**src/design/binary_projection_histogram_defines.svh**
```systemverilog
// Assertion macros shared by the histogram RTL.
`ifndef BINARY_PROJECTION_HISTOGRAM_DEFINES_SVH
`define BINARY_PROJECTION_HISTOGRAM_DEFINES_SVH

`ifndef SYNTHESIS

`define BPH_ASSERT(lbl, clk, rst_n, prop, msg) \
    lbl: assert property (@(posedge clk) disable iff (!rst_n) prop) else $error(msg);

`define BPH_ASSERT_ALWAYS(lbl, clk, prop, msg) \
    lbl: assert property (@(posedge clk) prop) else $error(msg);

`else

`define BPH_ASSERT(lbl, clk, rst_n, prop, msg)

`define BPH_ASSERT_ALWAYS(lbl, clk, prop, msg)

`endif

`endif

```
**src/design/bph_pkg.sv**
```systemverilog
`timescale 1ns / 1ps

package bph_pkg;

    localparam int COUNT_W   = 7;
    localparam int DIM_W     = 7;
    localparam int CFG_IDX_W = 2;

    localparam logic [COUNT_W-1:0] COUNT_MAX = 7'd127;
    localparam logic [DIM_W-1:0]   DIM_RESET = 7'd64;

    localparam logic [1:0] OP_ACC   = 2'd0;
    localparam logic [1:0] OP_READ  = 2'd1;
    localparam logic [1:0] OP_CLEAR = 2'd2;

    localparam logic [CFG_IDX_W-1:0] REG_HEIGHT = 2'd0;
    localparam logic [CFG_IDX_W-1:0] REG_WIDTH  = 2'd1;

    typedef enum logic [2:0] {
        ST_CLEAR,
        ST_IDLE,
        ST_ACC_RD,
        ST_ACC_WR,
        ST_RD_RD,
        ST_RD_RESP
    } state_t;

    typedef struct packed {
        logic load;
        logic rd_en;
        logic acc_wr;
        logic resp;
        logic clr_step;
    } cmd_t;

    typedef struct packed {
        logic clr_last;
    } stat_t;

endpackage

```
**src/design/bph_ram.sv**
```systemverilog
`timescale 1ns / 1ps

module bph_ram #(
    parameter int WIDTH = 7,
    parameter int DEPTH = 64
) (
    input  logic                                     clk,
    input  logic                                     we,
    input  logic [((DEPTH > 1) ? $clog2(DEPTH) : 1)-1:0] waddr,
    input  logic [WIDTH-1:0]                         wdata,
    input  logic                                     re,
    input  logic [((DEPTH > 1) ? $clog2(DEPTH) : 1)-1:0] raddr,
    output logic [WIDTH-1:0]                         rdata
);

    logic [WIDTH-1:0] mem [DEPTH];
    logic [WIDTH-1:0] rdata_reg;

    always_ff @(posedge clk)
    begin
        if (we)
        begin
            mem[waddr] <= wdata;
        end
        if (re)
        begin
            rdata_reg <= mem[raddr];
        end
    end

    assign rdata = rdata_reg;

endmodule

```
**src/design/bph_ctrl.sv**
```systemverilog
`timescale 1ns / 1ps
`include "binary_projection_histogram_defines.svh"

module bph_ctrl (
    input  logic               clk,
    input  logic               rst_n,
    input  logic               start,
    input  logic [1:0]         operation,
    input  bph_pkg::stat_t     stat,
    output bph_pkg::cmd_t      cmd,
    output logic               busy
);

    bph_pkg::state_t state_reg;
    bph_pkg::state_t state_next;

    always_ff @(posedge clk or negedge rst_n)
    begin
        if (!rst_n)
        begin
            state_reg <= bph_pkg::ST_CLEAR;
        end
        else
        begin
            state_reg <= state_next;
        end
    end

    always_comb
    begin
        state_next = state_reg;
        unique case (state_reg)
            bph_pkg::ST_CLEAR:
            begin
                if (stat.clr_last)
                begin
                    state_next = bph_pkg::ST_IDLE;
                end
            end
            bph_pkg::ST_IDLE:
            begin
                if (start)
                begin
                    unique case (operation)
                        bph_pkg::OP_ACC:   state_next = bph_pkg::ST_ACC_RD;
                        bph_pkg::OP_READ:  state_next = bph_pkg::ST_RD_RD;
                        bph_pkg::OP_CLEAR: state_next = bph_pkg::ST_CLEAR;
                        default:           state_next = bph_pkg::ST_IDLE;
                    endcase
                end
            end
            bph_pkg::ST_ACC_RD:  state_next = bph_pkg::ST_ACC_WR;
            bph_pkg::ST_ACC_WR:  state_next = bph_pkg::ST_IDLE;
            bph_pkg::ST_RD_RD:   state_next = bph_pkg::ST_RD_RESP;
            bph_pkg::ST_RD_RESP: state_next = bph_pkg::ST_IDLE;
            default:             state_next = bph_pkg::ST_IDLE;
        endcase
    end

    always_comb
    begin
        cmd  = '0;
        busy = 1'b1;
        unique case (state_reg)
            bph_pkg::ST_CLEAR:   cmd.clr_step = 1'b1;
            bph_pkg::ST_IDLE:
            begin
                busy     = 1'b0;
                cmd.load = start;
            end
            bph_pkg::ST_ACC_RD:  cmd.rd_en  = 1'b1;
            bph_pkg::ST_ACC_WR:  cmd.acc_wr = 1'b1;
            bph_pkg::ST_RD_RD:   cmd.rd_en  = 1'b1;
            bph_pkg::ST_RD_RESP: cmd.resp   = 1'b1;
            default:             busy       = 1'b1;
        endcase
    end

    `BPH_ASSERT(a_read_resp, clk, rst_n, (start && !busy && operation == bph_pkg::OP_READ) |-> ##2 cmd.resp, "read item did not reach response")
    `BPH_ASSERT(a_clear_busy, clk, rst_n, cmd.clr_step |-> busy, "clear sweep while not busy")
    `BPH_ASSERT(a_acc_seq, clk, rst_n, cmd.acc_wr |-> $past(cmd.rd_en), "counter write without preceding read")

endmodule

```
**src/design/bph_dp.sv**
```systemverilog
`timescale 1ns / 1ps
`include "binary_projection_histogram_defines.svh"

module bph_dp #(
    parameter int MAX_HEIGHT = 64,
    parameter int MAX_WIDTH  = 64
) (
    input  logic                              clk,
    input  logic                              rst_n,
    input  bph_pkg::cmd_t                     cmd,
    output bph_pkg::stat_t                    stat,
    input  logic [1:0]                        operation,
    input  logic [15:0]                       pixel_label,
    input  logic [5:0]                        pixel_row,
    input  logic [5:0]                        pixel_col,
    input  logic [6:0]                        bin_index,
    input  logic                              cfg_valid,
    input  logic [bph_pkg::CFG_IDX_W-1:0]     cfg_index,
    input  logic [bph_pkg::DIM_W-1:0]         cfg_data,
    output logic                              done,
    output logic [bph_pkg::COUNT_W-1:0]       bin_count,
    output logic                              bad_index
);

    localparam int ROW_AW = (MAX_HEIGHT > 1) ? $clog2(MAX_HEIGHT) : 1;
    localparam int COL_AW = (MAX_WIDTH > 1) ? $clog2(MAX_WIDTH) : 1;
    localparam int MAXD   = (MAX_HEIGHT > MAX_WIDTH) ? MAX_HEIGHT : MAX_WIDTH;
    localparam int CLR_W  = (MAXD > 1) ? $clog2(MAXD) : 1;

    logic [bph_pkg::DIM_W-1:0]   height_reg;
    logic [bph_pkg::DIM_W-1:0]   width_reg;
    logic [bph_pkg::DIM_W-1:0]   h_eff;
    logic [bph_pkg::DIM_W-1:0]   w_eff;
    logic [bph_pkg::DIM_W:0]     hw_sum;

    logic [ROW_AW-1:0]           row_addr_reg;
    logic [ROW_AW-1:0]           row_addr_next;
    logic [COL_AW-1:0]           col_addr_reg;
    logic [COL_AW-1:0]           col_addr_next;
    logic                        acc_ok_reg;
    logic                        acc_ok_next;
    logic                        in_row_reg;
    logic                        in_row_next;
    logic                        in_col_reg;
    logic                        in_col_next;

    logic [CLR_W-1:0]            clr_cnt_reg;
    logic [CLR_W-1:0]            clr_cnt_next;

    logic                        done_reg;
    logic [bph_pkg::COUNT_W-1:0] bin_count_reg;
    logic [bph_pkg::COUNT_W-1:0] bin_count_next;
    logic                        bad_index_reg;

    logic                        row_we;
    logic [ROW_AW-1:0]           row_waddr;
    logic [bph_pkg::COUNT_W-1:0] row_wdata;
    logic [bph_pkg::COUNT_W-1:0] row_rdata;
    logic                        col_we;
    logic [COL_AW-1:0]           col_waddr;
    logic [bph_pkg::COUNT_W-1:0] col_wdata;
    logic [bph_pkg::COUNT_W-1:0] col_rdata;

    always_ff @(posedge clk or negedge rst_n)
    begin
        if (!rst_n)
        begin
            height_reg <= bph_pkg::DIM_RESET;
            width_reg  <= bph_pkg::DIM_RESET;
        end
        else if (cfg_valid)
        begin
            case (cfg_index)
                bph_pkg::REG_HEIGHT: height_reg <= cfg_data;
                bph_pkg::REG_WIDTH:  width_reg  <= cfg_data;
                default:             ;
            endcase
        end
    end

    assign h_eff  = (32'(height_reg) > MAX_HEIGHT) ? bph_pkg::DIM_W'(MAX_HEIGHT) : height_reg;
    assign w_eff  = (32'(width_reg) > MAX_WIDTH) ? bph_pkg::DIM_W'(MAX_WIDTH) : width_reg;
    assign hw_sum = {1'b0, h_eff} + {1'b0, w_eff};

    // latch item: addresses and bin selection
    always_comb
    begin
        acc_ok_next = (pixel_label != 16'd0) && ({1'b0, pixel_row} < h_eff)
                      && ({1'b0, pixel_col} < w_eff);
        in_row_next = (bin_index < h_eff);
        in_col_next = !in_row_next && ({1'b0, bin_index} < hw_sum);
        if (operation == bph_pkg::OP_READ)
        begin
            row_addr_next = ROW_AW'(bin_index);
            col_addr_next = COL_AW'(bin_index - h_eff);
        end
        else
        begin
            row_addr_next = ROW_AW'(pixel_row);
            col_addr_next = COL_AW'(pixel_col);
        end
    end

    always_ff @(posedge clk)
    begin
        if (cmd.load)
        begin
            row_addr_reg <= row_addr_next;
            col_addr_reg <= col_addr_next;
            acc_ok_reg   <= acc_ok_next;
            in_row_reg   <= in_row_next;
            in_col_reg   <= in_col_next;
        end
    end

    assign clr_cnt_next  = stat.clr_last ? '0 : clr_cnt_reg + 1'b1;
    assign stat.clr_last = (clr_cnt_reg == CLR_W'(MAXD - 1));

    always_ff @(posedge clk or negedge rst_n)
    begin
        if (!rst_n)
        begin
            clr_cnt_reg <= '0;
        end
        else if (cmd.clr_step)
        begin
            clr_cnt_reg <= clr_cnt_next;
        end
    end

    // write port: clearing sweep or saturating increment
    always_comb
    begin
        if (cmd.clr_step)
        begin
            row_we    = (32'(clr_cnt_reg) < MAX_HEIGHT);
            row_waddr = ROW_AW'(clr_cnt_reg);
            row_wdata = '0;
            col_we    = (32'(clr_cnt_reg) < MAX_WIDTH);
            col_waddr = COL_AW'(clr_cnt_reg);
            col_wdata = '0;
        end
        else
        begin
            row_we    = cmd.acc_wr && acc_ok_reg;
            row_waddr = row_addr_reg;
            row_wdata = (row_rdata == bph_pkg::COUNT_MAX) ? row_rdata : row_rdata + 1'b1;
            col_we    = cmd.acc_wr && acc_ok_reg;
            col_waddr = col_addr_reg;
            col_wdata = (col_rdata == bph_pkg::COUNT_MAX) ? col_rdata : col_rdata + 1'b1;
        end
    end

    bph_ram #(
        .WIDTH (bph_pkg::COUNT_W),
        .DEPTH (MAX_HEIGHT)
    ) u_row_ram (
        .clk   (clk),
        .we    (row_we),
        .waddr (row_waddr),
        .wdata (row_wdata),
        .re    (cmd.rd_en),
        .raddr (row_addr_reg),
        .rdata (row_rdata)
    );

    bph_ram #(
        .WIDTH (bph_pkg::COUNT_W),
        .DEPTH (MAX_WIDTH)
    ) u_col_ram (
        .clk   (clk),
        .we    (col_we),
        .waddr (col_waddr),
        .wdata (col_wdata),
        .re    (cmd.rd_en),
        .raddr (col_addr_reg),
        .rdata (col_rdata)
    );

    always_comb
    begin
        if (in_row_reg)
        begin
            bin_count_next = row_rdata;
        end
        else if (in_col_reg)
        begin
            bin_count_next = col_rdata;
        end
        else
        begin
            bin_count_next = '0;
        end
    end

    always_ff @(posedge clk or negedge rst_n)
    begin
        if (!rst_n)
        begin
            done_reg <= 1'b0;
        end
        else
        begin
            done_reg <= cmd.resp;
        end
    end

    always_ff @(posedge clk)
    begin
        if (cmd.resp)
        begin
            bin_count_reg <= bin_count_next;
            bad_index_reg <= !in_row_reg && !in_col_reg;
        end
    end

    assign done      = done_reg;
    assign bin_count = bin_count_reg;
    assign bad_index = bad_index_reg;

    `BPH_ASSERT(a_bad_zero, clk, rst_n, (done_reg && bad_index_reg) |-> (bin_count_reg == '0), "bad index with nonzero count")
    `BPH_ASSERT(a_wr_excl, clk, rst_n, !(cmd.acc_wr && cmd.clr_step), "increment during clearing sweep")
    `BPH_ASSERT(a_sel_excl, clk, rst_n, cmd.resp |-> !(in_row_reg && in_col_reg), "bin selects both profiles")

endmodule

```
**src/design/binary_projection_histogram.sv**
```systemverilog
`timescale 1ns / 1ps
// Row/column projection profile unit.
// Input: an item is taken at a rising edge with start high and busy low.
//   operation selects accumulate (count a nonzero pixel into its row and
//   column bins), read (return one bin: rows first, then columns) or clear.
// Output: a read returns bin_count and bad_index, valid for one cycle while
//   done is high; they are registered from the RAM read in the response
//   state. The receiver cannot stall; results are not held.
// Sequencing: accumulate keeps busy high after the accept through a RAM
//   read and a write-back (a read-modify-write on each profile RAM), and
//   read through a RAM read and a response state. Clear keeps busy high
//   after the accept while one bin of each profile is zeroed per cycle,
//   up to max(MAX_HEIGHT, MAX_WIDTH) bins. Reset: the same clearing sweep
//   runs with busy high; proj_height and proj_width return to 64.
// Config: cfg_ready is always high; write index 0 for proj_height and 1 for
//   proj_width, only while the block is idle.

module binary_projection_histogram #(
    parameter int MAX_HEIGHT = 64,
    parameter int MAX_WIDTH  = 64
) (
    input  logic                          clk,
    input  logic                          rst_n,
    input  logic                          start,
    output logic                          busy,
    input  logic [1:0]                    operation,
    input  logic [15:0]                   pixel_label,
    input  logic [5:0]                    pixel_row,
    input  logic [5:0]                    pixel_col,
    input  logic [6:0]                    bin_index,
    output logic                          done,
    output logic [bph_pkg::COUNT_W-1:0]   bin_count,
    output logic                          bad_index,
    input  logic                          cfg_valid,
    output logic                          cfg_ready,
    input  logic [bph_pkg::CFG_IDX_W-1:0] cfg_index,
    input  logic [bph_pkg::DIM_W-1:0]     cfg_data
);

    bph_pkg::cmd_t  cmd;
    bph_pkg::stat_t stat;

    assign cfg_ready = 1'b1;

    bph_ctrl u_ctrl (
        .clk       (clk),
        .rst_n     (rst_n),
        .start     (start),
        .operation (operation),
        .stat      (stat),
        .cmd       (cmd),
        .busy      (busy)
    );

    bph_dp #(
        .MAX_HEIGHT (MAX_HEIGHT),
        .MAX_WIDTH  (MAX_WIDTH)
    ) u_dp (
        .clk         (clk),
        .rst_n       (rst_n),
        .cmd         (cmd),
        .stat        (stat),
        .operation   (operation),
        .pixel_label (pixel_label),
        .pixel_row   (pixel_row),
        .pixel_col   (pixel_col),
        .bin_index   (bin_index),
        .cfg_valid   (cfg_valid),
        .cfg_index   (cfg_index),
        .cfg_data    (cfg_data),
        .done        (done),
        .bin_count   (bin_count),
        .bad_index   (bad_index)
    );

endmodule
```
**config.mk**
```make
export PLATFORM = sky130hd
export DESIGN_NAME = binary_projection_histogram
export DESIGN_NICKNAME = d
export VERILOG_FILES = /design/src/design/bph_pkg.sv /design/src/design/bph_ram.sv /design/src/design/bph_ctrl.sv /design/src/design/bph_dp.sv /design/src/design/binary_projection_histogram.sv
export VERILOG_INCLUDE_DIRS = /design/src /design/src/design
export SDC_FILE = /design/constraint.sdc
export NUM_CORES = 1
export LEC_CHECK = 0
export ABC_AREA = 1
export ABC_CLOCK_PERIOD_IN_PS = 7150
export BUFFER_PORTS_ARGS = -buffer_cell sky130_fd_sc_hd__clkbuf_2
export CAP_MARGIN = 20
export CORE_ASPECT_RATIO = 0.7
export CORE_MARGIN = 10
export CORE_UTILIZATION = 40
export DETAILED_ROUTE_END_ITERATION = 12
export PLACE_DENSITY = 0.63
export SYNTH_ARGS = -nofsm -noshare
export SYNTH_HDL_FRONTEND = slang
export SYNTH_SLANG_ARGS = --single-unit
```
**constraint.sdc**
```tcl
create_clock -name clk -period 7.15 [get_ports clk]
set_input_delay 0 -clock clk [delete_from_list [all_inputs] [get_ports clk]]
set_output_delay 0 -clock clk [all_outputs]
set_load 0.01 [all_outputs]
```
Yosys cells after proc, flatten, opt, wreduce, memory -nomap -nowiden:

Memory sizes are Yosys's and may differ from the RTL's. A register that Yosys moved wholly into a read port is not among the register bits.
Cells that the tools add are included.

* eq/ne operators: 13
* order comparisons: 6
* multiplexer cells: 26
* add/subtract/negate cells: 5
* reduce and logical (&&, ||, !) cells: 16

Operator list (count)
* $mux W7: 8
* $mux W6: 5
* $reduce_bool A16 Y1: 1
* $add A7 B1 Y7 const B: 2
* $eq A7 B7 Y1 const B: 2
* $gt A7 B7 Y1 const B: 2
* $lt A6 B7 Y1: 2
* $pmux W3 S4: 1
* $mux W1: 9
* $pmux W3 S3: 1
* $add A7 B7 Y8: 1
* $lt A7 B8 Y1: 1
* $lt A7 B7 Y1: 1
* $add A6 B1 Y6 const B: 1
* $eq A3 B2 Y1 const B: 2
* $eq A3 B3 Y1 const B: 2
* $eq A6 B6 Y1 const B: 1
* $mux W3: 2
* $reduce_and A2 Y1: 3
* $sub A6 B6 Y6: 1
* $logic_and A1 B1 Y1: 5
* $eq A2 B1 Y1 const B: 2
* $logic_not A2 Y1: 2
* $eq A3 B1 Y1 const B: 1
* other kinds (6): 8

* flip-flop bits (word level): 47
* output and inout port bits: 11
* bits in writable memories: 896
* memories: 2
* input port bits: 50
* word-level logic and storage cells: 80

Memory list
* u_dp.u_col_ram.mem: words 64, bits a word 7, read ports 1, clocked after Yosys merged registers in 1, write ports 1, line bph_ram.sv:16 `logic [WIDTH-1:0] mem [DEPTH];`
* u_dp.u_row_ram.mem: words 64, bits a word 7, read ports 1, clocked after Yosys merged registers in 1, write ports 1, line bph_ram.sv:16

Longest topological paths before layout:

* depth in word-level cells: 6
* mapped depth: 18

By module:

Synthesis repeated with hierarchy kept, for this count alone.

* cell total of the unflattened synthesis: 3649
* area, all modules: 40756.6 um2

Modules (own cells, without submodules)
* bph_ram: instances 2, area an instance 18615.4 um2, cells an instance 1590
* bph_dp: instances 1, area an instance 3295.7 um2, cells an instance 434
* bph_ctrl: instances 1, area an instance 219.0 um2, cells an instance 33
* binary_projection_histogram: instances 1, area an instance 11.3 um2, cells an instance 2

Worst setup path before layout:

No wires, ideal clock.

* kind: flip-flop to flip-flop
* from: register u_dp.u_col_ram.rdata_reg[0] (netlist: u_dp.u_col_ram.rdata[0]) (read register of u_dp.u_col_ram.mem)
* to: memory u_dp.u_col_ram.mem[0][0], data pin
* setup slack: 3022 ps
* cell stages (with the launch flop): 8
* buffers on the path: 0
* data required time: 6469 ps
* period minus slack after synthesis: 4128 ps
* arrival: 3447 ps
* library setup time: 681 ps
* cells stage by stage: edfxtp_1 -> ha_1 -> nand3_1 -> nor2_1 -> nand2_1 -> inv_1 -> nor2_1 -> nor3_1

* longest elaborated chain between the ends: 3
* elaborated cells on any way between the ends: 4
* those cells by class: 1 x add/sub; 1 x eq/ne; 2 x mux

RTL lines
* start: declaration: line bph_ram.sv:17 `logic [WIDTH-1:0] rdata_reg;`
* $add A7 B1 Y7 / $eq A7 B7 Y1 (equally long branches): line bph_dp.sv:150 `col_wdata = (col_rdata == bph_pkg::COUNT_MAX) ? col_rdata : col_rdata + 1'b1;`
* $mux W7 *: line bph_dp.sv:150
* $mux W7 *: line bph_dp.sv:134 `if (cmd.clr_step)`
* via u_dp.col_wdata, one bit: line bph_dp.sv:61 `logic [bph_pkg::COUNT_W-1:0] col_wdata;`
* end: declaration: line bph_ram.sv:16

The timed path passes the listed nets; every way through them passes the cells marked *.

Final worst setup path:

* from: register u_ctrl.state_reg[2]
* to: memory u_dp.u_col_ram.mem[22][2] (enable)

* longest elaborated chain between the ends: 6
* elaborated cells on any way between the ends: 9
* those cells by class: 1 x eq/ne; 6 x mux; 2 x reduce/logical

RTL lines
* start: declaration: line bph_ctrl.sv:14 `bph_pkg::state_t state_reg;`
* start signal: assignment: line bph_ctrl.sv:21 `state_reg <= bph_pkg::ST_CLEAR;`
* start signal: assignment: line bph_ctrl.sv:25 `state_reg <= state_next;`
* $eq A3 B2 Y1: line bph_ctrl.sv:64 `unique case (state_reg)`
* $mux W1: line bph_ctrl.sv:64
* $logic_and A1 B1 Y1: line bph_dp.sv:148 `col_we = cmd.acc_wr && acc_ok_reg;`
* $mux W1: line bph_dp.sv:134
* $mux W1: line bph_ram.sv:21 `if (we)`
* $mux W1 (implied by the code): line bph_ram.sv:23 `mem[waddr] <= wdata;`

Several ways; a longest one is shown, not always the timed one.

==> results.toml <==
[timing]
setup_viol = 0
setup_tns_ps = 0
worst_pin_slew_ps = 1090
max_freq_mhz = 289
fin_crit_ps = 3470
slew_headroom = 0.270
rsz0062_at_grt = "no"
hold_viol = 0
fin_crit_sh = 0.485
finalClockSkew_ps = 26.6
report.final.slew_viol_count = 0

[detailed_routing]
totalWireLength_um = 106000
drt-pass1-iter-count = 7
via_per_inst = 5.41
vias = 27600
drc = 0
drtIter0Drc = 3496
wl_per_cell_um = 20.7
antenna_left = 0

[floorplanning]
dieArea_mm2 = 0.115
die_height_um = 287
initial_core_util = 0.405
die_w_um = 401
num_rows = 97
core-area_mm2 = 0.100
num_io_pins = 61

[synth]
synth_simple_gate_area_frac = 0.241
synth_cell_type_count = 40
syn_avg_cell_area_um2 = 11.2
seq_area_frac_synth = 0.703
synth_cells = 3641
synth-xor-area-share = 0.00237
ys_ff_latch = 957
synth_mux_area_frac = 0
synth_fp_nets = 3726
yosysWarnings = 0
synthFlopType = "edfxtp_1"
synth_edf_count = 933
async_flop_share = 0.0251
synth_compound_gate_area_share = 0.0129
netlist_area_mm2 = 0.0407
synth_top_family_by_area = "simple AND/OR/NAND/NOR gates"
synthAdderAreaFrac = 0.0111

[final_layout]
drive_above_1_share = 0.0812
n_antenna_cell = 0
largest_registers = "u_dp.u_col_ram.mem (448), u_dp.u_row_ram.mem (448)"
final_core_util = 0.457
final_nets = 3774
area_growth_pct = 12.8

[clock_network]
cts_setup_buffers = 0
ctsHoldBuffers = 48
cts_buffer_depth = 3
clkTransAtPathRegs_ps = 60
cts.htree.levels = 3
post_cts_resized = 0
clk_latency_ps = 660
cts_root_buf = "clkbuf_16"
numCtsBuffers = 95
cts.sink_count = 957
cts_tree = "built"

[setup_path]
cpPeakStageDelay_ps = 880
r2r-start = "u_ctrl.state_reg[2]"
critPathLaunch = "u_ctrl.state_reg[2]"
cp.arrival_ps = 3740
end_kind = "flop"
r2r-end = "u_dp.u_col_ram.mem[22][2]"
crit_end = "u_dp.u_col_ram.mem[22][2]"
reg2reg_depth = 5
critPathMaxFanout = 20
start_kind = "flop"
cp_cell_sequence = "inv_1, nand2_1, o21ai_4, nand3_2, nor2_1"
reg2reg_slack_ps = 3680
worst_path_max_delay_cell = "nor2_1"
crit_required_ps = 7420
critPathKind = "reg2reg"

[worst_hold_path]
whs_path_depth = 4
hp-class = "in2reg"

[placed_design]
place_hpwl_um = 62200
port_buffers = 59
gp_congestion = 0.842

[power_and_ir_drop]
ir_worst_vdd_v = 0.000232
powerDensity_mw_per_mm2 = 363
power.leakage_nw = 16.9

[grt]
grt_usage = 0.178
antenna_found_initial = 0
grt_pass1_wl_um = 161000
grt_pass1_vias = 25500
grt_max_degree = 153
overflow = 0

[run_status]
status = "completed"

[run]
cap_violations = 0
==> per-stage QoR <==
step           cells  instance area [um^2]  power, W  worst slack, ps  hold slack, ps
3_5_place_dp    4879                 42300    0.0117             3750            63.6
4_1_cts         5102                 45900    0.0167             3710            11.9
3_3_place_gp    4879                 42300    0.0116             3770            60.1
2_1_floorplan   3641                 40700    0.0101             3020            -296
5_1_grt         5103                 45900    0.0174             3500             104
6_report        5103                 45900    0.0167             3680            43.1
==> cell type report <==
class	instances	area, um^2
fillers	9053	54600
well taps	1336	1670
clock inverters	65	603
clock buffers	110	2500
flip-flops and latches	957	28600
multi-input cells	2394	11000
inverters	93	367
repair buffers	148	1130
==> where the power goes <==
| part | internal (W) | switching, W | leakage [nW] |
|---|---|---|---|
| Sequential | 0.00729 | 0.000151 | 8.84 |
| Combinational | 0.000893 | 0.00333 | 6.51 |
| Clock | 0.00287 | 0.00214 | 1.51 |
| Total | 0.0111 | 0.00562 | 16.9 |
==> kinds of logic (layout without fill, tap and decap cells) <==
family | Yosys count | after routing
adder cells (fa/ha/maj) | 35 | 35
other | 1 | 1
flip-flops | 957 | 957
AND/OR/NAND/NOR | 2262 | 2262
AO/OA/AOI/OAI | 85 | 85
buffers and inverters | 290 | 416
XOR/XNOR | 11 | 11
==> Yosys cell counts (3+ instances only) <==
library cell / count / area (um^2)
dfrtp_1: 22 / 551
nand4_1: 3 / 18.8
ha_1: 33 / 413
nor2_1: 166 / 623
nor4_1: 6 / 37.5
buf_1: 44 / 165
buf_2: 62 / 310
inv_2: 9 / 33.8
nand4_4: 12 / 255
nand2_1: 1255 / 4710
clkbuf_1: 88 / 330
o22ai_1: 7 / 43.8
nand3_2: 3 / 30.0
o21ai_2: 3 / 26.3
nand3_1: 798 / 3990
inv_1: 81 / 304
edfxtp_1: 933 / 28000
nor3_1: 9 / 45.0
o21ai_4: 6 / 97.6
a31oi_1: 4 / 25.0
a21oi_1: 27 / 135
o21ai_0: 35 / 175
xor2_1: 9 / 78.8
==> how the worst min path moves through the flow <==
stage                                       to          from  slack [ps]
after floorplan            u_ctrl.state_reg[0]         rst_n        -300
after global placement      u_dp.height_reg[1]         rst_n          60
after detailed placement    u_dp.height_reg[1]         rst_n          60
after CTS                 u_dp.col_addr_reg[4]  bin_index[4]          10
after global routing           u_dp.in_row_reg  bin_index[2]         100
final                     u_dp.col_addr_reg[4]  bin_index[4]          40
==> per-layer routing <==
layer / vias up / share of wire / global-route usage / routed length [um]
met5: - / 0 / 0 / 0
met4: 0 / 0.015 / 0.0371 / 1640
met3: 131 / 0.11 / 0.0444 / 11400
met2: 1318 / 0.41 / 0.244 / 42800
met1: 13300 / 0.47 / 0.281 / 49800
li1: 12800 / - / - / -
==> critical path: cells and delay by family (launching register included) <==
| kind | cells | cell delay [ps] |
|---|---|---|
| AOI/OAI and AO/OA | 1 | 840 |
| buffers and inverters | 1 | 160 |
| DFF | 1 | 400 |
| and+or+nand+nor | 3 | 1650 |
==> placed cells by master, fill, tap and decap left out, types with 4 or more instances in the layout <==
master and n:
nand2_1 1255, edfxtp_1 933, nand3_1 798, nor2_1 162, clkbuf_16 98, inv_1 75
clkbuf_2 59, dlygate4sd3_1 47, buf_4 39, o21ai_0 33, ha_1 33, a21oi_1 25
clkinv_2 23, clkinv_1 23, dfrtp_1 22, nand4_4 12, clkbuf_1 12, inv_2 11
bufinv_16 10, xor2_1 9, o22ai_1 7, o21ai_4 7, clkinvlp_4 7, nor2_4 6
nor4_1 6, nor3_2 5, nor3_1 4
Power figures use the tool's default switching activity.
